$ cat src/rtl/rgb_to_hsv_converter_macros.svh
// ----------------------------------------------------------------------------
// rgb_to_hsv_converter_macros
// assertion shorthands used by the rgb to hsv converter top
// ----------------------------------------------------------------------------
`ifndef RGB_TO_HSV_CONVERTER_MACROS_SVH
`define RGB_TO_HSV_CONVERTER_MACROS_SVH

// same-cycle implication, checked out of reset
`define RHC_ASSERT_IMPL(label, ante, cons) \
  label: assert property (@(posedge clk) disable iff (!rst_n) (ante) |-> (cons)) \
    else $error("rhc assertion failed");

// next-cycle implication, checked out of reset
`define RHC_ASSERT_NEXT(label, ante, cons) \
  label: assert property (@(posedge clk) disable iff (!rst_n) (ante) |=> (cons)) \
    else $error("rhc assertion failed");

`endif

$ cat src/rtl/rhc_pkg.sv
// ----------------------------------------------------------------------------
// rhc_pkg
// types, constants and the divider step shared by the rgb to hsv converter
// ----------------------------------------------------------------------------
package rhc_pkg;

  // channel and hue formats
  localparam int CH_W      = 8;
  localparam int HUE_FRAC  = 6;
  localparam int HUE_W     = 15;
  // quotient bits of 60 degrees times 2^HUE_FRAC (at most 3840)
  localparam int QUO_W     = 12;
  localparam int DVD_W     = CH_W + QUO_W;
  localparam int SAT_PAD   = QUO_W - CH_W;
  localparam int NUM_CELLS = QUO_W;

  localparam logic [QUO_W-1:0] DEG60  = QUO_W'(60 << HUE_FRAC);
  localparam logic [HUE_W:0]   DEG360 = (HUE_W+1)'(360 << HUE_FRAC);
  localparam logic [CH_W-1:0]  CH_MAX = {CH_W{1'b1}};

  // dominant channel codes
  localparam logic [1:0] SECT_RED   = 2'd0;
  localparam logic [1:0] SECT_GREEN = 2'd1;
  localparam logic [1:0] SECT_BLUE  = 2'd2;

  typedef struct packed {
    logic [CH_W-1:0] red;
    logic [CH_W-1:0] green;
    logic [CH_W-1:0] blue;
    logic [CH_W-1:0] alpha;
  } pixel_in_t;

  typedef struct packed {
    logic [HUE_W-1:0] hue;
    logic             hue_undefined;
    logic [CH_W-1:0]  saturation;
    logic [CH_W-1:0]  value;
    logic [CH_W-1:0]  alpha_out;
  } result_t;

  // one divider lane: partial remainder and dividend/quotient shift word
  typedef struct packed {
    logic [CH_W-1:0]  rem;
    logic [QUO_W-1:0] quo;
  } div_lane_t;

  // everything a cell of the chain carries
  typedef struct packed {
    div_lane_t       hue_lane;
    div_lane_t       sat_lane;
    logic [CH_W-1:0] delta;
    logic [CH_W-1:0] value;
    logic [1:0]      sector;
    logic            neg;
    logic [CH_W-1:0] alpha;
  } cell_t;

  // one restoring step: shift in the next dividend bit, subtract if it fits
  function automatic div_lane_t div_step(div_lane_t lane, logic [CH_W-1:0] divisor);
    logic [CH_W:0] trial;
    div_lane_t     res;
    trial = {lane.rem, lane.quo[QUO_W-1]};
    if (trial >= {1'b0, divisor}) begin
      res.rem = CH_W'(trial - {1'b0, divisor});
      res.quo = {lane.quo[QUO_W-2:0], 1'b1};
    end else begin
      res.rem = trial[CH_W-1:0];
      res.quo = {lane.quo[QUO_W-2:0], 1'b0};
    end
    return res;
  endfunction

endpackage

$ cat src/rtl/rhc_front.sv
// ----------------------------------------------------------------------------
// rhc_front
// max/min search, sector pick and divider operand setup over two stages
// ----------------------------------------------------------------------------
module rhc_front (
  input  logic               clk,
  input  logic               rst_n,
  input  logic               in_valid,
  input  rhc_pkg::pixel_in_t in_pixel,
  output logic               out_valid,
  output rhc_pkg::cell_t     out_cell
);

  // stage a registers
  logic                     a_valid_r, a_valid_nxt;
  rhc_pkg::pixel_in_t       a_pix_r;
  logic [rhc_pkg::CH_W-1:0] a_max_r, a_max_nxt;
  logic [rhc_pkg::CH_W-1:0] a_min_r, a_min_nxt;
  logic [1:0]               a_sect_r, a_sect_nxt;

  // stage b registers
  logic                     b_valid_r;
  rhc_pkg::cell_t           b_cell_r, b_cell_nxt;

  logic [rhc_pkg::CH_W-1:0]  delta;
  logic signed [rhc_pkg::CH_W:0] diff;
  logic [rhc_pkg::CH_W-1:0]  mag;
  logic [rhc_pkg::DVD_W-1:0] hue_dvd;
  logic [rhc_pkg::DVD_W-1:0] sat_dvd;

  // dominant channel, red wins ties, then green
  always_comb begin
    a_valid_nxt = in_valid;
    if (in_pixel.red >= in_pixel.green && in_pixel.red >= in_pixel.blue) begin
      a_sect_nxt = rhc_pkg::SECT_RED;
      a_max_nxt  = in_pixel.red;
    end else if (in_pixel.green >= in_pixel.blue) begin
      a_sect_nxt = rhc_pkg::SECT_GREEN;
      a_max_nxt  = in_pixel.green;
    end else begin
      a_sect_nxt = rhc_pkg::SECT_BLUE;
      a_max_nxt  = in_pixel.blue;
    end
    a_min_nxt = in_pixel.red;
    if (in_pixel.green < a_min_nxt) a_min_nxt = in_pixel.green;
    if (in_pixel.blue < a_min_nxt) a_min_nxt = in_pixel.blue;
  end

  always_ff @(posedge clk) begin
    if (!rst_n) begin
      a_valid_r <= 1'b0;
    end else begin
      a_valid_r <= a_valid_nxt;
    end
    a_pix_r  <= in_pixel;
    a_max_r  <= a_max_nxt;
    a_min_r  <= a_min_nxt;
    a_sect_r <= a_sect_nxt;
  end

  // channel difference of the sector
  always_comb begin
    delta = a_max_r - a_min_r;
    unique case (a_sect_r)
      rhc_pkg::SECT_RED:   diff = $signed({1'b0, a_pix_r.green}) - $signed({1'b0, a_pix_r.blue});
      rhc_pkg::SECT_GREEN: diff = $signed({1'b0, a_pix_r.blue}) - $signed({1'b0, a_pix_r.red});
      default:             diff = $signed({1'b0, a_pix_r.red}) - $signed({1'b0, a_pix_r.green});
    endcase
    mag = diff[rhc_pkg::CH_W] ? rhc_pkg::CH_W'(-diff) : diff[rhc_pkg::CH_W-1:0];
  end

  // dividends: 60deg * |diff| and delta * full scale, padded to the quotient width
  always_comb begin
    hue_dvd = rhc_pkg::DVD_W'(mag) * rhc_pkg::DVD_W'(rhc_pkg::DEG60);
    sat_dvd = (rhc_pkg::DVD_W'(delta) * rhc_pkg::DVD_W'(rhc_pkg::CH_MAX)) << rhc_pkg::SAT_PAD;
    b_cell_nxt.hue_lane.rem = hue_dvd[rhc_pkg::DVD_W-1 -: rhc_pkg::CH_W];
    b_cell_nxt.hue_lane.quo = hue_dvd[rhc_pkg::QUO_W-1:0];
    b_cell_nxt.sat_lane.rem = sat_dvd[rhc_pkg::DVD_W-1 -: rhc_pkg::CH_W];
    b_cell_nxt.sat_lane.quo = sat_dvd[rhc_pkg::QUO_W-1:0];
    b_cell_nxt.delta        = delta;
    b_cell_nxt.value        = a_max_r;
    b_cell_nxt.sector       = a_sect_r;
    b_cell_nxt.neg          = diff[rhc_pkg::CH_W];
    b_cell_nxt.alpha        = a_pix_r.alpha;
  end

  always_ff @(posedge clk) begin
    if (!rst_n) begin
      b_valid_r <= 1'b0;
    end else begin
      b_valid_r <= a_valid_r;
    end
    b_cell_r <= b_cell_nxt;
  end

  assign out_valid = b_valid_r;
  assign out_cell  = b_cell_r;

endmodule

$ cat src/rtl/rhc_div_cell.sv
// ----------------------------------------------------------------------------
// rhc_div_cell
// one link of the divider chain: one quotient bit for hue and saturation
// ----------------------------------------------------------------------------
module rhc_div_cell (
  input  logic           clk,
  input  logic           rst_n,
  input  logic           in_valid,
  input  rhc_pkg::cell_t in_cell,
  output logic           out_valid,
  output rhc_pkg::cell_t out_cell
);

  logic           valid_r;
  rhc_pkg::cell_t cell_r, cell_nxt;

  // hue divides by delta, saturation by the max channel
  always_comb begin
    cell_nxt          = in_cell;
    cell_nxt.hue_lane = rhc_pkg::div_step(in_cell.hue_lane, in_cell.delta);
    cell_nxt.sat_lane = rhc_pkg::div_step(in_cell.sat_lane, in_cell.value);
  end

  always_ff @(posedge clk) begin
    if (!rst_n) begin
      valid_r <= 1'b0;
    end else begin
      valid_r <= in_valid;
    end
    cell_r <= cell_nxt;
  end

  assign out_valid = valid_r;
  assign out_cell  = cell_r;

endmodule

$ cat src/rtl/rhc_back.sv
// ----------------------------------------------------------------------------
// rhc_back
// hue assembly from sector and quotient, black and grey handling
// ----------------------------------------------------------------------------
module rhc_back (
  input  logic             clk,
  input  logic             rst_n,
  input  logic             in_valid,
  input  rhc_pkg::cell_t   in_cell,
  output logic             out_valid,
  output rhc_pkg::result_t out_result
);

  logic                      valid_r;
  rhc_pkg::result_t          res_r, res_nxt;
  logic [rhc_pkg::HUE_W:0]   base;
  logic [rhc_pkg::HUE_W:0]   quo;
  logic [rhc_pkg::HUE_W:0]   hue_raw;
  logic                      black;
  logic                      grey;

  // sector offset plus or minus the quotient, wrapped into 0..360
  always_comb begin
    unique case (in_cell.sector)
      rhc_pkg::SECT_RED:   base = '0;
      rhc_pkg::SECT_GREEN: base = (rhc_pkg::HUE_W+1)'(2) * (rhc_pkg::HUE_W+1)'(rhc_pkg::DEG60);
      default:             base = (rhc_pkg::HUE_W+1)'(4) * (rhc_pkg::HUE_W+1)'(rhc_pkg::DEG60);
    endcase
    quo     = (rhc_pkg::HUE_W+1)'(in_cell.hue_lane.quo);
    hue_raw = in_cell.neg ? base - quo : base + quo;
    if (hue_raw[rhc_pkg::HUE_W]) hue_raw = hue_raw + rhc_pkg::DEG360;
  end

  // black and grey force hue and saturation to zero
  always_comb begin
    black                 = (in_cell.value == '0);
    grey                  = (in_cell.delta == '0);
    res_nxt.hue           = grey ? '0 : hue_raw[rhc_pkg::HUE_W-1:0];
    res_nxt.hue_undefined = black;
    res_nxt.saturation    = grey ? '0
                          : in_cell.sat_lane.quo[rhc_pkg::QUO_W-1 -: rhc_pkg::CH_W];
    res_nxt.value         = in_cell.value;
    res_nxt.alpha_out     = in_cell.alpha;
  end

  always_ff @(posedge clk) begin
    if (!rst_n) begin
      valid_r <= 1'b0;
    end else begin
      valid_r <= in_valid;
    end
    res_r <= res_nxt;
  end

  assign out_valid  = valid_r;
  assign out_result = res_r;

endmodule

$ cat src/rtl/rgb_to_hsv_converter.sv
// ----------------------------------------------------------------------------
// rgb_to_hsv_converter
// hexcone rgb to hsv conversion, one pixel per clock
// ----------------------------------------------------------------------------
// Takes one pixel per clock (busy is never raised) and returns its hsv result
// on out_result, flagged by a one-cycle out_valid strobe; the receiver must
// take it then. The result passes through two operand stages, a chain of
// 12 divider cells (one quotient bit each, hue and saturation side by side)
// and one output stage. Hue is degrees times 64, saturation is
// delta*255/max truncated, value is the max channel; a black pixel sets
// hue_undefined with hue and saturation zero, a grey pixel gives hue zero.
// ----------------------------------------------------------------------------
`include "rgb_to_hsv_converter_macros.svh"

module rgb_to_hsv_converter (
  input  logic               clk,
  input  logic               rst_n,
  input  logic               start,
  output logic               busy,
  input  rhc_pkg::pixel_in_t in_pixel,
  output logic               out_valid,
  output rhc_pkg::result_t   out_result
);

  logic           chain_valid [0:rhc_pkg::NUM_CELLS];
  rhc_pkg::cell_t chain_cell  [0:rhc_pkg::NUM_CELLS];
  logic           in_req;

  // fully pipelined, every request is taken
  assign busy   = 1'b0;
  assign in_req = start && !busy;

  // operand setup
  rhc_front u_front (
    .clk       (clk),
    .rst_n     (rst_n),
    .in_valid  (in_req),
    .in_pixel  (in_pixel),
    .out_valid (chain_valid[0]),
    .out_cell  (chain_cell[0])
  );

  // divider chain
  for (genvar i = 0; i < rhc_pkg::NUM_CELLS; i++) begin : g_cell
    rhc_div_cell u_cell (
      .clk       (clk),
      .rst_n     (rst_n),
      .in_valid  (chain_valid[i]),
      .in_cell   (chain_cell[i]),
      .out_valid (chain_valid[i+1]),
      .out_cell  (chain_cell[i+1])
    );
  end

  // hue assembly and output register
  rhc_back u_back (
    .clk        (clk),
    .rst_n      (rst_n),
    .in_valid   (chain_valid[rhc_pkg::NUM_CELLS]),
    .in_cell    (chain_cell[rhc_pkg::NUM_CELLS]),
    .out_valid  (out_valid),
    .out_result (out_result)
  );

  // black pixels give all-zero hsv
  `RHC_ASSERT_IMPL(a_black_zero, out_valid && out_result.hue_undefined,
    out_result.hue == '0 && out_result.saturation == '0 && out_result.value == '0)

  // hue stays below 360 degrees
  `RHC_ASSERT_IMPL(a_hue_range, out_valid,
    ({1'b0, out_result.hue} < rhc_pkg::DEG360))

  // zero saturation only for grey or black, which have zero hue
  `RHC_ASSERT_IMPL(a_grey_hue, out_valid && out_result.saturation == '0,
    out_result.hue == '0)

endmodule
$ cat config.mk
export PLATFORM = sky130hd
export DESIGN_NAME = rgb_to_hsv_converter
export DESIGN_NICKNAME = d
export VERILOG_FILES = /design/src/rtl/rhc_pkg.sv /design/src/rtl/rhc_front.sv /design/src/rtl/rhc_div_cell.sv /design/src/rtl/rhc_back.sv /design/src/rtl/rgb_to_hsv_converter.sv
export VERILOG_INCLUDE_DIRS = /design/src /design/src/rtl
export SDC_FILE = /design/constraint.sdc
export NUM_CORES = 1
export LEC_CHECK = 0
export BUFFER_PORTS_ARGS = -buffer_cell sky130_fd_sc_hd__buf_4
export CORE_ASPECT_RATIO = 1.25
export CORE_UTILIZATION = 43
export CTS_CLUSTER_DIAMETER = 60
export DETAILED_ROUTE_END_ITERATION = 10
export GPL_TIMING_DRIVEN = 0
export HOLD_SLACK_MARGIN = 0.03
export PLACE_DENSITY = 0.58
export SYNTH_ARGS = -nofsm -noshare
export SYNTH_HDL_FRONTEND = slang
export SYNTH_SLANG_ARGS = --single-unit
$ cat constraint.sdc
create_clock -name clk -period 10.9 [get_ports clk]
set_clock_uncertainty 0.2 [all_clocks]
set_input_delay 0 -clock clk [delete_from_list [all_inputs] [get_ports clk]]
set_output_delay 0 -clock clk [all_outputs]
set_load 0.01 [all_outputs]
[Word level (Yosys, flattened, before mapping)]
Index checks and enable logic that the tools add are counted.
Word-level totals
  input bits: 35
  word-level logic and storage cells: 244
  output and inout bits: 42
  register bits after elaboration: 948
Operators by class
  add/subtract/negate cells: 30
  $lt $le $gt $ge: 29
  mux-type cells: 34
  multiply operators: 2
  equal/unequal tests: 2
  reduce and logical (&&, ||, !) cells: 5
Operators by type and width (number)
  $mux 20: 22
  $ge 9x8->1: 24
  $sub 8x8->8: 23
  $mux 8: 5
  $pmux 14 s2: 1
  $sub 8x8->9: 3
  $ge 8x8->1: 3
  $pmux 9 s2: 1
  $logic_not 8->1: 2
  $lt 8x8->1: 2
  $mul 8x8->16 const B: 1
  $mux 16: 1
  $add 14x12->15: 1
  $add 15x15->15 const B: 1
  $mux 15: 1
  $sub 14x12->15: 1
  $mul 8x4->12 const B: 1
  $neg 8->8: 1
  $eq 2x1->1 const B: 2
  $logic_not 2->1: 2
  $mux 1: 2
  $mux 2: 1
  $logic_and 1x1->1: 1

[Depth between registers and ports, before layout]
  depth in word-level cells: 6
  gate-level depth with buffers: 27
  depth with buffers taken out: 27

[By module]
From an unflattened synthesis, not the netlist that was laid out.
Second synthesis, totals
  cell total of the unflattened synthesis: 3230
  area, all modules: 37370.8 um^2
Modules (own cells, without submodules)
  rhc_div_cell (g_cell[0].u_cell ...): area an instance 2343.5 um^2, cells an instance 191, times used 7, sequential area each 1361.3 um^2
  rhc_div_cell (g_cell[2].u_cell ...): area an instance 2386.0 um^2, cells an instance 200, times used 4, sequential area each 1361.3 um^2
  rhc_front: area an instance 7359.6 um^2, cells an instance 735, times used 1, sequential area each 2122.0 um^2
  rhc_div_cell (g_cell[1].u_cell): area an instance 2363.5 um^2, cells an instance 197, times used 1, sequential area each 1361.3 um^2
  rhc_back: area an instance 1687.9 um^2, cells an instance 159, times used 1, sequential area each 820.8 um^2
  rgb_to_hsv_converter: area an instance 11.3 um^2, cells an instance 2, times used 1, sequential area each 0.0 um^2

[Worst setup path before layout]
No wires, ideal clock.
  path type: register -> register
  start: register u_front.a_min_r[1] (netlist name)
  end: register u_front.b_cell_r, in the netlist u_front.out_cell[46]
  arrival time: 5643 ps
  library setup time: 120 ps
  required time: 10580 ps
  clock period less this slack: 5963 ps
  setup slack: 4937 ps
  cell stages (with the launch flop): 23
  cell sequence: dfxtp_1 -> inv_1 -> ha_1 -> a21o_1 -> a21o_1 -> a21oi_1 -> o21bai_1 -> a21o_1 -> a21o_1 -> xnor2_1 -> fa_1 -> inv_1 -> fa_1 -> fa_1 -> inv_1 -> fa_1 -> ha_1 -> nor2_1 -> a21oi_1 -> and4_1 -> a2111oi_1 -> a21oi_1 -> xnor2_1
RTL lines
  from (decl): RTL line rhc_front.sv:18  | logic [rhc_pkg::CH_W-1:0] a_min_r, a_min_nxt;
  from (signal assigned): RTL line rhc_front.sv:57  | a_min_r <= a_min_nxt;
  to (signal assigned): RTL line rhc_front.sv:93  | b_cell_r <= b_cell_nxt;
  to (decl): RTL line rhc_front.sv:23  | rhc_pkg::cell_t b_cell_r, b_cell_nxt;

==> flow_summary.json <==
{
  "layout_commonest_cell": "dfxtp_1",
  "final-setup-viol-count": 0,
  "io_pins": 77,
  "dieHeight_um": 295,
  "grt_pass1_vias": 18800,
  "rsz0062_at_grt": "no",
  "die_area_sq_um": 69700,
  "crit_type": "reg -> reg",
  "synth_cell_type_count": 59,
  "min_period_ns": 6.68,
  "required_ns": 11.22,
  "netlist_instances": 2711,
  "cts_buffer_depth": 3,
  "drv_slew": 0,
  "async_flop_share": 0,
  "vias": 18000,
  "register_area_sq_um": 16000,
  "grt_overflow_total": 0,
  "yosysWarningCount": 0,
  "fin_crit_sh": 0.613,
  "antenna_left": 0,
  "crit_slowest_cell": "xnor2_1",
  "drtPass1Iterations": 5,
  "max_stage_delay_ns": 0.86,
  "clk_transition_reported_paths_ns": 0.06,
  "grt_pass1_wl_mm": 83.2,
  "nFillCells": 6057,
  "root_buffer": "clkbuf_16",
  "crit_fanout": 9,
  "clk_latency_ns": 0.61,
  "final_util": 0.509,
  "crit_path_end_kind": "register",
  "hold_class": "in -> reg",
  "max_freq_mhz": 150,
  "grt_antenna_before_repair": 0,
  "most-common-layout-cells": "800 x dfxtp_1, 368 x inv_1, 284 x ha_1",
  "clock_sinks": 800,
  "cp-start-kind": "register",
  "ys_seq_elements": 800,
  "core_region_area_sq_um": 68000,
  "numPortBuffers": 75,
  "worstMarginPinSlew_ns": 1.11,
  "layout.nets": 3320,
  "worstPathCellList": "inv_1 > ha_1 > a21o_1 > a21o_1 > a21oi_1 > o21bai_1 > a21o_1 > a21o_1 > xnor2_1 > fa_1 > inv_1 > fa_1 > fa_1 > inv_1 > fa_1 > ha_1 > nor2_1 > a21oi_1 > and4_1 > a2111oi_1 > a21oi_1 > xnor2_1",
  "cp.arrival_ns": 7.00,
  "antenna_cells": 0,
  "post_cts_buffers": 0,
  "drive_above_1_share": 0.0804,
  "dp_hpwl_mm": 37.8,
  "drv_cap": 0,
  "cp_num_buf_inv": 3,
  "via_per_inst": 4.66,
  "outcome": "finished clean",
  "max-slew-margin-rel": 0.252,
  "synth.cell_area_sq_um": 29500,
  "multiInputGateArea_sq_um": 12000,
  "synthFlopType": "dfxtp_1",
  "numCtsBuffers": 80,
  "htreeDepth": 3,
  "finalHoldViolCount": 0,
  "start_util": 0.434,
  "remaining_drc_errors": 0,
  "synth_edf_count": 0,
  "synth_sequential_area_ratio": 0.542,
  "gp_congestion": 0.853,
  "cts_tree": "yes",
  "grt_usage": 0.145,
  "grt_max_degree": 16,
  "rows": 107,
  "syn_area_per_cell_sq_um": 10.9,
  "die_width_um": 236,
  "fin_setup_tns_ns": 0,
  "avgRoutedWirePerCell_um": 12.8,
  "drt-initial-drc-count": 388,
  "critical-path-top-delay-family": "adder cells",
  "areaGrowthSynthToFinish_pct": 17.3,
  "synth_nets": 3094,
  "drt_wl_total_mm": 49.6
}
==> timing repair <==
item                      in CTS  in global routing
hold endpoints to repair      65                  0
hold buffers                  69                  0
resized for setup              0                  0
==> layer usage <==
layer  vias to the layer above  track usage  routed length [um]
li1                       9338            -                   -
met1                      8299        0.135               18600
met2                       279        0.291               27100
met3                       132       0.0282                1770
met4                         0       0.0801                2110
met5                         -            0                   0
==> worst register-to-register path, stage by stage, from the launching register on <==
cell and delay (ns):
dfxtp_1 0.31, inv_1 0.07, ha_1 0.30, a21o_1 0.18, a21o_1 0.19, a21oi_1 0.15, o21bai_1 0.11, a21o_1 0.19
a21o_1 0.18, xnor2_1 0.86, fa_1 0.58, inv_1 0.09, fa_1 0.43, fa_1 0.54, inv_1 0.05, fa_1 0.47
ha_1 0.36, nor2_1 0.10, a21oi_1 0.06, and4_1 0.22, a2111oi_1 0.54, a21oi_1 0.17, xnor2_1 0.23
==> final cells by class <==
class	count	share of cell area
flip-flops and latches	800	0.462
multi-input cells	1511	0.346
clock buffers	113	0.0666
inverters	368	0.0399
repair buffers	144	0.0362
well taps	872	0.0315
clock inverters	31	0.0132
plain buffers	32	0.00408
==> sequential cells by signal, indices dropped and copies added, names as in the netlist <==
register                 count
g_cell.u_cell.out_cell     641
u_back.out_result           40
u_front.out_cell            54
u_back.out_valid             1
u_front.a_sect_r             2
g_cell.u_cell.out_valid     12
u_front.a_min_r              8
u_front.out_valid            1
u_front.a_pix_r             32
u_front.a_max_r              8
u_front.a_valid_r            1
==> cells by family after synthesis <==
group                    count (synthesis)  share of synthesized area
AND/OR/NAND/NOR                        498                     0.0829
buffers and inverters                  400                     0.0516
XOR/XNOR                               148                     0.0441
AO/OA/AOI/OAI                          462                     0.0962
multiplexers                            54                     0.0191
flip-flops                             800                      0.542
other                                    1                   0.000127
adder cells (fa/ha/maj)                348                      0.164
==> worst paths after layout <==
| path | end | depth (start not counted) | startpoint | slack, ns |
|---|---|---|---|---|
| worst min register to register | g_cell[6].u_cell.out_cell[0] | 0 | g_cell[5].u_cell.out_cell[0] | 0.12 |
| worst max register to register | u_front.out_cell[46] | 22 | u_front.a_min_r[1] | 4.22 |
| worst max-delay path | u_front.out_cell[46] | 22 | u_front.a_min_r[1] | 4.22 |
| worst min-delay path | u_front.a_max_r[6] | 4 | in_pixel[30] | 0.08 |
==> cells in the mapped netlist (5+ instances only) <==
cell / number / area share
xnor2_1: 102 / 0.030
a211oi_1: 26 / 0.0066
nand4_1: 31 / 0.0066
mux2_2: 18 / 0.0069
o31ai_1: 5 / 0.0013
and2_1: 26 / 0.0055
xor2_1: 45 / 0.013
or4_1: 5 / 0.0013
a21oi_1: 159 / 0.027
nand2_1: 56 / 0.0071
clkbuf_1: 24 / 0.0031
o21a_1: 14 / 0.0036
nor2b_1: 62 / 0.013
or3_1: 7 / 0.0015
o21ai_0: 123 / 0.021
nor2_1: 204 / 0.026
mux2i_1: 36 / 0.012
dfxtp_1: 800 / 0.54
buf_2: 5 / 0.00085
nand3_1: 9 / 0.0015
fa_1: 64 / 0.043
o21bai_1: 7 / 0.0018
nand2b_1: 48 / 0.010
ha_1: 284 / 0.12
inv_1: 368 / 0.047
a21o_1: 43 / 0.011
a2bb2oi_1: 19 / 0.0056
a21boi_0: 40 / 0.010
nor3_1: 34 / 0.0058
==> through the flow <==
| step | hold WS, ns | setup slack [ns] | cells | area, sq um |
|---|---|---|---|---|
| finish | 0.0756 | 4.22 | 3871 | 34600 |
| global route | 0.0817 | 3.75 | 3871 | 34600 |
| CTS | 0.0349 | 4.15 | 3871 | 34600 |
| detailed placement | -0.0941 | 4.16 | 3658 | 31200 |
| global placement | -0.0951 | 4.25 | 3658 | 31200 |
| floorplan | -0.172 | 4.94 | 2711 | 29500 |
Power is left out: the tool's default activity adds up to more than one toggle a clock period on the data nets, which glitch-free logic cannot reach.
